[src/rtl/gbba_pkg.sv]
// ----------------------------------------------------------------------------
// gbba_pkg
// Shared types and codes for the grouped bitmap block allocator.
// ----------------------------------------------------------------------------
package gbba_pkg;

    localparam int BN_W    = 14;  // block number and count field width
    localparam int WORD_W  = 32;  // bitmap memory word width
    localparam int WORD_BW = 5;   // bit index width inside one word

    localparam logic CMD_ALLOC = 1'b0;
    localparam logic CMD_FREE  = 1'b1;

    localparam logic [1:0] ST_OK           = 2'd0;
    localparam logic [1:0] ST_NOSPACE      = 2'd1;
    localparam logic [1:0] ST_ALREADY_FREE = 2'd2;
    localparam logic [1:0] ST_RANGE        = 2'd3;

    typedef struct packed {
        logic            cmd;
        logic [BN_W-1:0] block_number;
    } t_req;

    typedef struct packed {
        logic [1:0]      status;
        logic [BN_W-1:0] block_number_out;
        logic [BN_W-1:0] free_total;
    } t_rsp;

endpackage

[src/rtl/gbba_zfind.sv]
// ----------------------------------------------------------------------------
// gbba_zfind
// Lowest clear bit finder over one bitmap word.
// ----------------------------------------------------------------------------
module gbba_zfind (
    input  logic [gbba_pkg::WORD_W-1:0]  i_word,
    output logic                         o_found,
    output logic [gbba_pkg::WORD_BW-1:0] o_idx
);

    import gbba_pkg::*;

    always_comb begin
        o_found = 1'b0;
        o_idx   = '0;
        for (int i = WORD_W - 1; i >= 0; i--) begin
            if (!i_word[i]) begin
                o_found = 1'b1;
                o_idx   = WORD_BW'(i);
            end
        end
    end

endmodule

[config.mk]
export PLATFORM = sky130hd
export DESIGN_NAME = gbba_zfind
export DESIGN_NICKNAME = d
export VERILOG_FILES = /design/src/rtl/gbba_pkg.sv /design/src/rtl/gbba_zfind.sv
export SDC_FILE = /design/constraint.sdc
export NUM_CORES = 1
export LEC_CHECK = 0
export BUFFER_PORTS_ARGS = -buffer_cell sky130_fd_sc_hd__buf_4
export CORE_MARGIN = 2
export CORE_UTILIZATION = 30
export DETAILED_ROUTE_END_ITERATION = 16
export PLACE_DENSITY = 0.75
export SLEW_MARGIN = 20
export SYNTH_ARGS = -nofsm -noshare
export SYNTH_HDL_FRONTEND = slang
export SYNTH_SLANG_ARGS = --single-unit
[constraint.sdc]
create_clock -name vclk -period 0.9
set_input_delay 0.045 -clock vclk [all_inputs]
set_output_delay 0.045 -clock vclk [all_outputs]
set_load 0.005 [all_outputs]
Word-level counts from Yosys, hierarchy flattened
Index checks and enable logic that the tools add are counted.
{"block": "classes", "addsub": 0, "mul": 0, "div": 0, "order_cmp": 0, "eq_ne": 0, "shift": 0, "mux": 64, "bitwise_logic": 0, "reduce_logical": 0}
{"cell": "two-way mux 5 bit", "count": 32}
{"cell": "two-way mux 1 bit", "count": 32}
{"block": "word_totals", "regBits": 0, "latch_bits": 0, "mem_bits_rw": 0, "rom_bits": 0, "input_bits": 32, "output_inout_bits": 6, "word_cells": 64, "memories": 0}

Depth between registers and ports, before layout
{"block": "logic_depth", "depth_word": 32, "depth_mapped": 5, "mapped_depth_nobuf": 5}

Worst setup path before layout
OpenSTA, ideal clock, no wires.
{"block": "synth_timing", "kind": "in2out", "startpoint": "input i_word[11] (netlist name)", "endpoint": "output o_idx[0] (netlist name)", "arrival_time_ps": 818, "setup_slack_ps": 37, "path_stages": 5, "path_buffers": 0, "cell_sequence": "inv_1 > o21ai_1 > a21o_1 > a2111oi_2 > o221a_2"}
{"block": "synth_between", "elab_chain_len": 12}
{"item": "start: declaration", "line_no": "gbba_zfind.sv:6", "text": "input logic [gbba_pkg::WORD_W-1:0] i_word,"}
{"item": "two-way mux 5 bit (12 in series)", "line_no": "gbba_zfind.sv:17", "text": "if (!i_word[i]) begin"}
{"item": "end: declaration", "line_no": "gbba_zfind.sv:8", "text": "output logic [gbba_pkg::WORD_BW-1:0] o_idx"}
No other way between the ends.

Final worst setup path
{"block": "layout_timing", "startpoint": "input i_word[16] (netlist name)", "endpoint": "output o_idx[0] (netlist name)"}
{"block": "layout_between", "elab_chain_len": 17}
{"item": "two-way mux 5 bit (17 in series)", "line_no": "gbba_zfind.sv:17"}
No other way between the ends.

==> impl_metrics.json <==
{
  "outcome": "finished, violations left",
  "violations": "negative setup slack",
  "min_from": "i_word[0]",
  "drtIter0Drc": 31,
  "crit_required_ns": 0.85,
  "areaGrowthSynthToFinish_pct": 158,
  "regArea_um2": 0,
  "synth_area_per_cell_um2": 5.95,
  "ys_seq_area_frac": 0,
  "irDropWorstVdd_mv": 0.267,
  "first_global_vias": 756,
  "worstSetupEndpointType": "output port",
  "fin_setup_tns_ns": -1.03,
  "ios": 38,
  "gp_congestion": 0.820,
  "die_h_um": 40.2,
  "synthesis.area_um2": 393,
  "wl_per_cell_um": 17.9,
  "grtUsageTotal": 0.274,
  "synth_nets": 98,
  "cp.arrival_ns": 1.15,
  "rows": 13,
  "gr-total-overflow": 0,
  "setup_viol": 6,
  "dr.pass1.iters": 4,
  "place_area_um2": 840,
  "die_area_mm2": 0.00162,
  "syn_inst": 66,
  "antenna_found_initial": 0,
  "port-buffer-count": 38,
  "dieWidth_um": 40.2,
  "clock_buffers": 0,
  "setup_slack_ns": -0.298,
  "worst_setup_path_start_kind": "input pin",
  "drc": 0,
  "rsz0062_at_grt": "true",
  "final_cell_area_mm2": 0.00101,
  "vias": 850,
  "path_max_fanout": 4,
  "min_path_cells": 4,
  "viasPerCell": 5.99,
  "slew_headroom": 0.823,
  "ant_nets": 0,
  "start_util": 0.310,
  "hpwlAfterDp_um": 1380,
  "synthDistinctLibCells": 22,
  "hold_viol": 0,
  "worst_pin_slew_ns": 0.262,
  "finalCritPeriodShare": 1.33,
  "seq_cells": 0,
  "drt-total-wl_um": 2540,
  "max_freq_mhz": 835,
  "ys_warn_count": 0,
  "startpoint": "i_word[16]",
  "grt_max_degree": 6,
  "min_to": "o_idx[0]",
  "maxCapViolations": 0,
  "nNetsFinal": 161,
  "p_per_area_mw_per_mm2": 388,
  "antenna_cells": 0,
  "drive_gt1_frac": 0.638,
  "cts_hold_buf": 0,
  "fin_crit_ns": 1.20,
  "drv_slew": 0,
  "leakagePower_nw": 0.462,
  "placeableCoreArea_mm2": 0.00127,
  "grt_pass1_wl_um": 3010,
  "hold_path_class": "input pin to output port",
  "critPathKind": "input pin to output port"
}
critical path, cell delays in order:
cell	delay [ns]
buf_4	0.11
inv_1	0.04
o21ai_0	0.23
a21oi_1	0.15
o2111ai_1	0.24
o221a_2	0.25
buf_6	0.09
how the worst max path moves through the flow:
stage / end
floorplan: o_idx[0]
global placement: o_idx[0]
detailed placement: o_idx[0]
CTS: o_idx[0]
global route: o_idx[0]
finish: o_idx[0]
power by group:
part | leakage, nW | switching (mW) | internal, mW
logic | 0.462 | 0.168 | 0.225
clock network | 0 | 0 | 0
registers | 0 | 0 | 0
cells in the mapped netlist (all sizes together):
| master | n | area (um^2) |
|---|---|---|
| a2111oi | 1 | 15.0 |
| a211oi | 1 | 7.51 |
| a21o | 1 | 7.51 |
| a21oi | 5 | 25.0 |
| a31oi | 4 | 25.0 |
| and4 | 1 | 8.76 |
| inv | 6 | 22.5 |
| nand2 | 11 | 41.3 |
| nand2b | 1 | 6.26 |
| nand3 | 6 | 30.0 |
| nand3b | 2 | 15.0 |
| nand4 | 9 | 56.3 |
| nor2 | 4 | 15.0 |
| nor3 | 2 | 21.3 |
| nor4 | 1 | 12.5 |
| o2111ai | 2 | 17.5 |
| o21ai | 5 | 25.0 |
| o21bai | 1 | 7.51 |
| o221a | 1 | 11.3 |
| or3 | 2 | 22.5 |
cell type report:
| type | count | area, um^2 |
|---|---|---|
| inverters | 6 | 22.5 |
| fillers | 92 | 254 |
| multi-input cells | 60 | 444 |
| repair buffers | 61 | 529 |
| well taps | 15 | 18.8 |
logic make-up (layout without fill, tap and decap cells):
family | Yosys count | count (layout) | synth area share
buffers and inverters | 6 | 67 | 0.0573
and+or+nand+nor | 39 | 39 | 0.583
AOI/OAI and AO/OA | 21 | 21 | 0.360
per-layer routing:
layer  vias up  share of wire  track usage
met4         0          0.067        0.150
met2        67           0.50        0.552
met5         -              0            0
li1        385              -            -
met3        25          0.099       0.0222
met1       373           0.34        0.266
what timing repair did:
action,in CTS,in global routing
setup endpoints to repair,6,6
pin swaps,18,8
buffers inserted,4,0
gates resized for setup,21,15
layout by cell type, fill, tap and decap left out, types with 3 or more instances in the layout:
cell type   n
nand4_1     9
nand3_1     5
buf_4      45
buf_8       3
nor2_1      3
buf_6      13
nand2_1    10
a21oi_1     3
inv_1       5
through the flow:
step	util	setup slack, ns	std cells	power (mW)	hold WS, ns
3_3_place_gp	0.662	-0.217	138	0.290	0.522
4_1_cts	0.750	-0.224	142	0.337	0.519
2_1_floorplan	-	0.0371	66	0.0653	0.186
3_5_place_dp	0.662	-0.241	138	0.296	0.530
6_report	0.800	-0.298	142	0.393	0.535
5_1_grt	0.800	-0.329	142	0.415	0.549
(Power assumes the default switching activity.)
